[src/hdl/jsrd_pkg.sv]
// ============================================================================
// jsrd_pkg
// shared types, codes and the report decode function for the serial report
// deframer
// ============================================================================
package jsrd_pkg;

    localparam logic [7:0] SYNC_BYTE    = 8'h2b;
    localparam logic [7:0] ID_BYTE_MAX  = 8'd3;
    localparam int         PAYLOAD_USED = 7;
    localparam int         PIDX_W       = $clog2(PAYLOAD_USED);

    typedef enum logic [1:0] {
        ID_NONE     = 2'd0,
        ID_JOYSTICK = 2'd1,
        ID_STATUS   = 2'd2,
        ID_WHEEL    = 2'd3
    } frame_id_t;

    typedef logic [PAYLOAD_USED-1:0][7:0] payload_t;

    typedef struct packed {
        logic [11:0]        buttons;
        logic signed [1:0]  hat_y;
        logic signed [1:0]  hat_x;
        logic [7:0]         third_axis;
        logic signed [15:0] second_axis;
        logic signed [15:0] main_axis;
        logic               is_wheel;
    } report_t;

    // hat direction, clockwise from up, upper half centered
    localparam logic [1:0] HAT_X [16] = '{
        2'b00, 2'b01, 2'b01, 2'b01, 2'b00, 2'b11, 2'b11, 2'b11,
        2'b00, 2'b00, 2'b00, 2'b00, 2'b00, 2'b00, 2'b00, 2'b00
    };
    localparam logic [1:0] HAT_Y [16] = '{
        2'b11, 2'b11, 2'b00, 2'b01, 2'b01, 2'b01, 2'b00, 2'b11,
        2'b00, 2'b00, 2'b00, 2'b00, 2'b00, 2'b00, 2'b00, 2'b00
    };

    function automatic report_t decode_report(payload_t p, logic wheel);
        report_t    r;
        logic [3:0] hat;
        hat          = p[6][7:4];
        r.is_wheel   = wheel;
        r.main_axis  = {p[1], p[0]};
        if (wheel) begin
            r.second_axis = {8'h00, 8'hff - p[2]};
            r.third_axis  = 8'hff - p[3];
        end else begin
            r.second_axis = {p[3], p[2]};
            r.third_axis  = 8'hff - p[4];
        end
        r.hat_x   = HAT_X[hat];
        r.hat_y   = HAT_Y[hat];
        r.buttons = {p[6][3:0], p[5]};
        return r;
    endfunction

endpackage

[src/hdl/jsrd_parser.sv]
// ============================================================================
// jsrd_parser
// frame state, payload bytes and report decode for one received byte
// ============================================================================
module jsrd_parser
    import jsrd_pkg::*;
#(
    parameter int MAX_PAYLOAD = 16
) (
    input  logic       aclk,
    input  logic       aresetn,
    input  logic       byte_valid,
    input  logic [7:0] rx_byte,
    output logic       res_valid,
    output report_t    res
);

    localparam int         LEN_W        = $clog2(MAX_PAYLOAD + 1);
    localparam logic [7:0] LEN_BYTE_MAX = 8'(MAX_PAYLOAD);

    logic             in_frame_reg, in_frame_next;
    frame_id_t        id_reg, id_next;
    logic [LEN_W-1:0] len_reg, len_next;
    logic [LEN_W-1:0] idx_reg, idx_next;
    payload_t         payload_reg, payload_next;

    always_comb begin
        in_frame_next = in_frame_reg;
        id_next       = id_reg;
        len_next      = len_reg;
        idx_next      = idx_reg;
        payload_next  = payload_reg;
        res_valid     = 1'b0;
        if (byte_valid) begin
            priority if (!in_frame_reg) begin
                if (rx_byte == SYNC_BYTE) begin
                    in_frame_next = 1'b1;
                end
            end else if (id_reg == ID_NONE) begin
                if (rx_byte > ID_BYTE_MAX) begin
                    in_frame_next = 1'b0;
                end else begin
                    id_next = frame_id_t'(rx_byte[1:0]);
                end
            end else if (len_reg == '0) begin
                if (rx_byte > LEN_BYTE_MAX) begin
                    in_frame_next = 1'b0;
                    id_next       = ID_NONE;
                end else begin
                    len_next = rx_byte[LEN_W-1:0];
                end
            end else if (idx_reg < len_reg) begin
                if (idx_reg < LEN_W'(PAYLOAD_USED)) begin
                    payload_next[idx_reg[PIDX_W-1:0]] = rx_byte;
                end
                idx_next = idx_reg + 1'b1;
            end else begin
                // checksum byte ends the frame
                res_valid     = (id_reg == ID_JOYSTICK) || (id_reg == ID_WHEEL);
                in_frame_next = 1'b0;
                id_next       = ID_NONE;
                len_next      = '0;
                idx_next      = '0;
            end
        end
    end

    assign res = decode_report(payload_reg, id_reg == ID_WHEEL);

    always_ff @(posedge aclk) begin
        if (!aresetn) begin
            in_frame_reg <= 1'b0;
            id_reg       <= ID_NONE;
            len_reg      <= '0;
            idx_reg      <= '0;
            payload_reg  <= '0;
        end else begin
            in_frame_reg <= in_frame_next;
            id_reg       <= id_next;
            len_reg      <= len_next;
            idx_reg      <= idx_next;
            payload_reg  <= payload_next;
        end
    end

endmodule

[src/hdl/jsrd_out_buf.sv]
// ============================================================================
// jsrd_out_buf
// report output register with a skid entry
// ============================================================================
module jsrd_out_buf
    import jsrd_pkg::*;
(
    input  logic    aclk,
    input  logic    aresetn,
    input  logic    push,
    input  report_t push_data,
    output logic    full,
    output logic    out_valid,
    input  logic    out_ready,
    output report_t out_data
);

    logic    main_valid_reg, main_valid_next;
    logic    skid_valid_reg, skid_valid_next;
    report_t main_reg, main_next;
    report_t skid_reg, skid_next;
    logic    pop;

    assign pop = main_valid_reg && out_ready;

    always_comb begin
        main_valid_next = main_valid_reg;
        skid_valid_next = skid_valid_reg;
        main_next       = main_reg;
        skid_next       = skid_reg;
        priority if (skid_valid_reg) begin
            if (pop) begin
                main_next       = skid_reg;
                skid_valid_next = 1'b0;
            end
        end else if (push && (!main_valid_reg || pop)) begin
            main_next       = push_data;
            main_valid_next = 1'b1;
        end else if (push) begin
            skid_next       = push_data;
            skid_valid_next = 1'b1;
        end else if (pop) begin
            main_valid_next = 1'b0;
        end
    end

    always_ff @(posedge aclk) begin
        if (!aresetn) begin
            main_valid_reg <= 1'b0;
            skid_valid_reg <= 1'b0;
        end else begin
            main_valid_reg <= main_valid_next;
            skid_valid_reg <= skid_valid_next;
        end
        main_reg <= main_next;
        skid_reg <= skid_next;
    end

    assign full      = skid_valid_reg;
    assign out_valid = main_valid_reg;
    assign out_data  = main_reg;

endmodule

[src/hdl/joystick_serial_report_deframer.sv]
// ============================================================================
// joystick_serial_report_deframer
// deframes serial joystick and wheel reports into decoded report requests
// ============================================================================
// Takes one received serial byte per clock. A frame is sync byte 0x2b, id,
// length, payload and a checksum byte that is not checked; joystick (id 1)
// and wheel (id 3) frames give one decoded report, pushed into the output
// buffer when their checksum byte is taken; other frames give nothing.
// Reports pass through a two-entry output buffer (output register plus skid
// entry); the input only stalls while both entries are held by a stalled
// output, so with the output side ready the block takes a byte every cycle.
// MAX_PAYLOAD sets the longest payload accepted; longer frames are dropped.
module joystick_serial_report_deframer
    import jsrd_pkg::*;
#(
    parameter int MAX_PAYLOAD = 16
) (
    input  logic        aclk,
    input  logic        aresetn,
    input  logic        s_axis_tvalid,
    output logic        s_axis_tready,
    input  logic [7:0]  s_axis_tdata,   // rx_byte
    output logic        m_axis_tvalid,
    input  logic        m_axis_tready,
    output logic [55:0] m_axis_tdata,   // main_axis, second_axis, third_axis,
                                        // hat_x, hat_y, buttons
    output logic [0:0]  m_axis_tuser    // is_wheel
);

    logic    byte_accept;
    logic    res_valid;
    report_t res;
    logic    buf_full;
    report_t out_rep;

    assign s_axis_tready = !buf_full;
    assign byte_accept   = s_axis_tvalid && s_axis_tready;

    jsrd_parser #(
        .MAX_PAYLOAD (MAX_PAYLOAD)
    ) u_parser (
        .aclk       (aclk),
        .aresetn    (aresetn),
        .byte_valid (byte_accept),
        .rx_byte    (s_axis_tdata),
        .res_valid  (res_valid),
        .res        (res)
    );

    jsrd_out_buf u_out_buf (
        .aclk      (aclk),
        .aresetn   (aresetn),
        .push      (res_valid),
        .push_data (res),
        .full      (buf_full),
        .out_valid (m_axis_tvalid),
        .out_ready (m_axis_tready),
        .out_data  (out_rep)
    );

    assign m_axis_tdata = {out_rep.buttons, out_rep.hat_y, out_rep.hat_x,
                           out_rep.third_axis, out_rep.second_axis, out_rep.main_axis};
    assign m_axis_tuser = out_rep.is_wheel;

endmodule
[config.mk]
export PLATFORM = sky130hd
export DESIGN_NAME = joystick_serial_report_deframer
export DESIGN_NICKNAME = d
export VERILOG_FILES = /design/src/hdl/jsrd_pkg.sv /design/src/hdl/jsrd_parser.sv /design/src/hdl/jsrd_out_buf.sv /design/src/hdl/joystick_serial_report_deframer.sv
export SDC_FILE = /design/constraint.sdc
export NUM_CORES = 1
export LEC_CHECK = 0
export BUFFER_PORTS_ARGS = -buffer_cell sky130_fd_sc_hd__buf_2
export CAP_MARGIN = 10
export CORE_ASPECT_RATIO = 0.75
export CORE_MARGIN = 8
export CORE_UTILIZATION = 65
export CTS_BUF_LIST = sky130_fd_sc_hd__clkbuf_4 sky130_fd_sc_hd__clkbuf_8
export DETAILED_ROUTE_END_ITERATION = 10
export PLACE_DENSITY_LB_ADDON = 0.08
export SYNTH_ARGS = -nofsm -noshare
export SYNTH_HDL_FRONTEND = slang
export SYNTH_HIERARCHICAL = 1
export SYNTH_SLANG_ARGS = --single-unit
[constraint.sdc]
create_clock -name aclk -period 7 [get_ports aclk]
set_clock_uncertainty 0.2 [all_clocks]
set_input_delay 0.35 -clock aclk [delete_from_list [all_inputs] [get_ports aclk]]
set_output_delay 0.35 -clock aclk [all_outputs]
set_load 0.05 [all_outputs]
## Yosys cells after proc, flatten, opt, wreduce, memory -nomap -nowiden

Memory sizes are Yosys's and may differ from the RTL's.
Index checks and enable logic that the tools add are counted.
Widths: inputs -> output; s select.

- Bits in registers: 185
- Bits in read-only memories: 64
- Input bits: 12
- Output and inout port bits: 59
- Memories kept: 2

Memory list:

| name | words | bits a word | read ports | clocked after memory_dff | wr ports | line | text |
|---|---|---|---|---|---|---|---|
| (name not given) | 16 | 2 | 1 | 0 | 0 | jsrd_pkg.sv:55 | `r.hat_x = HAT_X[hat];` |
| (name not given) | 16 | 2 | 1 | 0 | 0 | jsrd_pkg.sv:56 | `r.hat_y = HAT_Y[hat];` |

- $add $sub $neg: 4
- $lt $le $gt $ge: 7
- Eq/ne operators: 10
- Mux-type cells: 39
- Bitwise gates (word level): 5
- Reduce and logical (&&, ||, !) cells: 19

Operators with widths:

| kind | number |
|---|---|
| $mux 57 | 3 |
| $bwmux 56 | 1 |
| $demux 8 s3 | 1 |
| $mux 24 | 1 |
| $sub 8x8->8 const A | 3 |
| $mux 5 | 4 |
| $mux 1 | 19 |
| $mux 2 | 9 |
| $reduce_and 5->1 | 2 |
| $eq 8x6->1 const B | 1 |
| $gt 8x2->1 const B | 1 |
| $gt 8x5->1 const B | 1 |
| $mux 8 | 1 |
| $ne 2x2->1 const B | 4 |
| $reduce_and 3->1 | 2 |
| $reduce_and 6->1 | 1 |
| $add 5x1->5 const B | 1 |
| $ge 5x5->1 const B | 1 |
| $logic_not 5->1 | 1 |
| $lt 5x3->1 const B | 1 |
| $lt 5x5->1 | 1 |
| $not 4->5 | 1 |
| $logic_and 1x1->1 | 4 |
| $lt 3x4->1 const B | 1 |
| other kinds (13) | 19 |

## Longest topological paths before layout

- Word-level depth: 10
- Gate-level depth with buffers: 9

## Cells and area by module

Netlist, hierarchy kept.

Modules (own cells, without submodules):

| module | times used | cells each | area an instance (um^2) |
|---|---|---|---|
| jsrd_out_buf | 1 | 190 | 4515.6 |
| jsrd_parser | 1 | 369 | 3397.0 |
| joystick_serial_report_deframer | 1 | 2 | 10.0 |

## Least setup slack after synthesis

OpenSTA, ideal clock, no wires.

- Path type: reg-to-reg
- Start: register u_parser.len_reg[3]
- End: register u_out_buf.main_reg (netlist bit u_out_buf/out_data[0]), enable pin
- Setup time: 0.419 ns
- Arrival time: 3.525 ns
- Data required time: 6.381 ns
- Slack: 2.856 ns
- Stages on the path, launching flop included: 9
- Buffers on the path: 1
- Clock period less this slack: 4.144 ns
- Path through: dfxtp_1 -> inv_1 -> ha_1 -> a21oi_1 -> a21boi_0 -> nor2_1 -> clkbuf_1 -> nor4b_1 -> o22a_1

- Word-level cells in the longest chain between the ends: 9

Ends and longest elaborated chain:

| item | line | text |
|---|---|---|
| start, declared | jsrd_parser.sv:23 | `logic [LEN_W-1:0] len_reg, len_next;` |
| start signal, assigned | jsrd_parser.sv:80 | `len_reg <= len_next;` |
| $lt 5x5->1 | jsrd_parser.sv:52 | `end else if (idx_reg < len_reg) begin` |
| $mux 1 | jsrd_parser.sv:52 |  |
| $mux 1 (*) | jsrd_parser.sv:45 | `end else if (len_reg == '0) begin` |
| $mux 1 (*) | jsrd_parser.sv:39 | `end else if (id_reg == ID_NONE) begin` |
| $mux 1 (*) | jsrd_parser.sv:35 | `priority if (!in_frame_reg) begin` |
| $mux 1 (*) | jsrd_parser.sv:34 | `if (byte_valid) begin` |
| via res_valid | joystick_serial_report_deframer.sv:31 | `logic res_valid;` |
| $logic_and 1x1->1 (*) | jsrd_out_buf.sv:36 | `end else if (push && (!main_valid_reg \|\| pop)) begin` |
| $reduce_bool 2->1 (no source line) (*) | - |  |
| $reduce_and 2->1 (no source line) (*) | - |  |
| end signal, assigned | jsrd_out_buf.sv:55 | `main_reg <= main_next;` |
| end, declared | jsrd_out_buf.sv:20 | `report_t main_reg, main_next;` |

Mark *: on every way through the listed nets, which the timed path passes. The rest lies on a longest branch.
A chain may end at the register's enable or synchronous reset.

## Final worst setup path

- Start: register u_parser.idx_reg[2]
- End: register u_out_buf/skid_reg[23] (netlist bit), enable pin

- Word-level cells in the longest chain between the ends: 9

Ends and longest elaborated chain:

| item | line | text |
|---|---|---|
| start, declared | jsrd_parser.sv:24 | `logic [LEN_W-1:0] idx_reg, idx_next;` |
| start signal, assigned | jsrd_parser.sv:81 | `idx_reg <= idx_next;` |
| $lt 5x5->1 (*) | jsrd_parser.sv:52 |  |
| $mux 1 (*) | jsrd_parser.sv:52 |  |
| $mux 1 (*) | jsrd_parser.sv:45 |  |
| $mux 1 (*) | jsrd_parser.sv:39 |  |
| $mux 1 (*) | jsrd_parser.sv:35 |  |
| $mux 1 (*) | jsrd_parser.sv:34 |  |
| via res_valid | joystick_serial_report_deframer.sv:31 |  |
| $logic_and 1x1->1 | jsrd_out_buf.sv:36 |  |
| $not 1->1 (no source line) | - |  |
| $reduce_and 3->1 (no source line) (*) | - |  |
| end signal, assigned | jsrd_out_buf.sv:56 | `skid_reg <= skid_next;` |
| end, declared | jsrd_out_buf.sv:21 | `report_t skid_reg, skid_next;` |

Marked as above.

==> impl_results.md <==
- Outcome: finished clean
- Clock root cell: sky130_fd_sc_hd__clkbuf_8
- Comb power frac: 1.5%
- Buffers plus inverters on the worst setup path: 1
- Top cell type's share of synthesized area: 43.2%
- Number of ports placed on the die boundary: 71
- Switch share: 21.2%
- Initial drt markers: 377
- Total global routing overflow: 0
- Crit Path Max Fanout: 38
- Xor and xnor fraction of the mapped netlist area: 0.995%
- Final setup fails: 0
- Dominant combinational cell family by area after synthesis: multiplexers
- Post-layout total power: 1.86 mW
- Share of final-layout standard cells stronger than drive strength 1: 28.3%
- Critical path launch point type: register
- Synth async-reset ratio: 0%
- Most common flop cell mapped by yosys: sky130_fd_sc_hd__edfxtp_1
- Slew of the pin with the lowest slew margin: 1.12 ns
- Latest clock arrival within the worst-skew pair: 0.44 ns
- Final hold viol count: 0
- Buffer levels on the longest clock path: 2
- Chip width: 143 um
- Number of nets in the synthesized netlist: 578
- Commonest cells after routing, fill and taps aside: sky130_fd_sc_hd__edfxtp_1 (114), sky130_fd_sc_hd__nand2_1 (77), sky130_fd_sc_hd__buf_2 (70), sky130_fd_sc_hd__dfxtp_1 (70), sky130_fd_sc_hd__mux2i_1 (66)
- TritonCTS sink count: 185
- Post-detail-place hpwl: 8.83 mm
- Chain of cells forming the critical path: ha_1, nand3_1, a21boi_0, nor2_1, nor4b_1, and4bb_2, buf_4
- Drt pass-1 iters: 5
- Mux share of post-synthesis cell area: 19.0%
- CP Data Arrival Time: 4.21 ns
- Portion of the post-synthesis area used by sequential elements: 61.1%
- Worst hold slack: 0.0460 ns
- Maximum capacitance violations: 0
- Routed Antenna Nets: 0
- Nets@finish: 619
- Weighted congestion at the end of routability-driven global placement: 0.853
- Synth unique cells: 51
- Highest ir drop seen on vdd: 0.156 mV
- Vert. Die Dim: 112 um
- Type of the worst min-delay path: in -> reg
- Worst path max stage delay: 0.78 ns
- Post-Route Utilization: 70.2%
- Post-synthesis instance area: 7920 sq um
- Portion of total power attributed to the clock network: 37.2%
- Wire length of the first global-routing pass: 22.4 mm
- EDFF count, synth: 114
- Leakage component of the power: 3.49 nW
- Wire length on met2: 6.70 mm
- Total of warnings raised by yosys: 6
- Worst Setup End Kind: register
- Synthesized instance count: 561
- Required time at the endpoint of the critical path: 6.88 ns
- Clock transition at path regs: 0.10 ns
- Adder and majority gate portion of the synthesized area: 0.790%
- Total clock buffers created by CTS: 17
- Setup repair after global routing missed its margin: no
- Total Die Area: 16000 sq um
- Routed len/inst: 18.1 um
- Synthesized area per cell: 14.1 sq um
- Mean number of vias per cell: 5.51
- Final Routed Wirelength: 14.2 mm
- Cell with the biggest individual delay on the critical path: sky130_fd_sc_hd__and4bb_2
- Cell type contributing the most total cell area after synthesis: sky130_fd_sc_hd__edfxtp_1
- Internal power: 1.47 mW
- Number of synthesized register bits: 185
- Site Rows: 35
- Share of the synthesized area in compound gates (AO/OA/AOI/OAI): 2.84%
- Total negative slack: 0 ns
- Simple logic cell fraction of the synthesized area: 9.25%
- Top layer in use: met4
- DR DRC count: 0
- Post-route fraction of the period consumed by the critical path: 61.8%
- Maximum clock frequency: 0.231 GHz
- Clock tree from TritonCTS: built
- Most common cell after layout, fill and taps aside: sky130_fd_sc_hd__edfxtp_1
- Input/output buffers: 70
- Top cells by area in the synthesized netlist: sky130_fd_sc_hd__edfxtp_1 (43%), sky130_fd_sc_hd__dfxtp_1 (18%), sky130_fd_sc_hd__mux2_4 (10%)
- Power density over the cells: 220 nW/um^2
- Final Instance Count excl. Fillers: 781
- Pin count of the biggest net entering global routing: 86
- Total number of vias: 4300
- Met1 wire length: 6.29 mm
- Area growth syn-to-layout: 7.04%
- Final min period: 4.33 ns
- Std-Cell Core Area: 12100 sq um
- Max-slew violations: 0
- Cell count after placement: 747
- Headroom to the max-slew limit: 24.9%
- Power spent charging and discharging nets: 396 uW
- Critical path's top delay family: simple AND/OR/NAND/NOR gates
- Starting Density: 65.5%
- Count of antenna diodes in the layout: 0
- Vias in the first global route: 4210
- Critical Setup Path Class: reg -> reg
- Combined global-route utilization of all metal layers: 18.1%
- Level count of the clock H-tree: 4
- Routed wire length on met3: 792 um
- Flop pwr share: 61.3%
- Antenna violations before repair: 0
-- metrics by stage --
stage / area (sq um) / setup slack, ns
floorplan: 7920 / 2.86
global placement: 8080 / 2.90
detailed placement: 8080 / 2.75
CTS: 8480 / 2.72
global route: 8480 / 2.38
finish: 8480 / 2.67
-- per-layer routing --
layer | vias up | track usage (%)
met3 | 29 | 3.89
met4 | 0 | 8.46
li1 | 2064 | -
met1 | 2090 | 23.2
met2 | 117 | 28.9
met5 | - | 0
-- cells by family after synthesis --
family          count (synthesis)
flops                         185
buf+inv                        62
fa+ha+maj                       5
simple gates                  147
xor+xnor                        9
mux                           123
compound gates                 30
-- power by group through the flow --
stage / registers [mW] / clock network (mW) / logic, mW
6_report: 1.14 / 0.693 / 0.0282
3_5_place_dp: 1.17 / 0 / 0.0272
4_1_cts: 1.14 / 0.710 / 0.0281
5_1_grt: 1.14 / 0.745 / 0.0301
3_3_place_gp: 1.17 / 0 / 0.0264
2_1_floorplan: 1.17 / 0 / 0.0134
-- area by class of cell --
cell class | instances | area [sq um]
multi-input combinational | 314 | 2610
clock buffer | 17 | 234
timing repair buffer | 76 | 400
fill | 867 | 3610
inverter | 8 | 30.0
sequential | 185 | 4850
clock inverter | 15 | 150
tap | 166 | 208
-- worst register-to-register path, cell delays in order (launching register included) --
cell and delay (ns):
sky130_fd_sc_hd__dfxtp_1 0.43, sky130_fd_sc_hd__ha_1 0.35, sky130_fd_sc_hd__nand3_1 0.07, sky130_fd_sc_hd__a21boi_0 0.42, sky130_fd_sc_hd__nor2_1 0.36, sky130_fd_sc_hd__nor4b_1 0.76
sky130_fd_sc_hd__and4bb_2 0.78, sky130_fd_sc_hd__buf_4 0.57
-- what timing repair did --
item	4_1_cts	5_1_grt
resized for setup	0	0
endpoints found under the hold margin	2	0
hold buffers	2	0
setup buffers	0	0
-- synth_stat cells, types with 4 or more instances --
cell,count
sky130_fd_sc_hd__buf_6,4
sky130_fd_sc_hd__mux2_4,55
sky130_fd_sc_hd__clkbuf_1,15
sky130_fd_sc_hd__dfxtp_1,71
sky130_fd_sc_hd__and2_1,12
sky130_fd_sc_hd__inv_1,8
sky130_fd_sc_hd__mux2i_1,66
sky130_fd_sc_hd__ha_1,5
sky130_fd_sc_hd__a21oi_1,6
sky130_fd_sc_hd__nand2_1,77
sky130_fd_sc_hd__buf_12,6
sky130_fd_sc_hd__nand3_1,15
sky130_fd_sc_hd__nor2_1,12
sky130_fd_sc_hd__a21boi_0,4
sky130_fd_sc_hd__buf_4,29
sky130_fd_sc_hd__xnor2_1,9
sky130_fd_sc_hd__nor3_1,5
sky130_fd_sc_hd__edfxtp_1,114
-- final timing paths --
path / startpoint / endpoint / slack (ns) / cells after the start
worst max-delay path: u_parser/idx_reg[2]$_SDFFE_PN0P_ / u_out_buf/skid_reg[23]$_DFFE_PP_ / 2.67 / 7
worst min-delay path: m_axis_tready / u_out_buf/full$_SDFF_PN0_ / 0.05 / 3
worst max register to register: u_parser/idx_reg[2]$_SDFFE_PN0P_ / u_out_buf/skid_reg[23]$_DFFE_PP_ / 2.67 / 7
worst min register to register: u_parser/res[5]$_SDFFE_PN0P_ / u_out_buf/skid_reg[5]$_DFFE_PP_ / 0.26 / 0
Note: power is estimated with default switching activity, not from simulation.
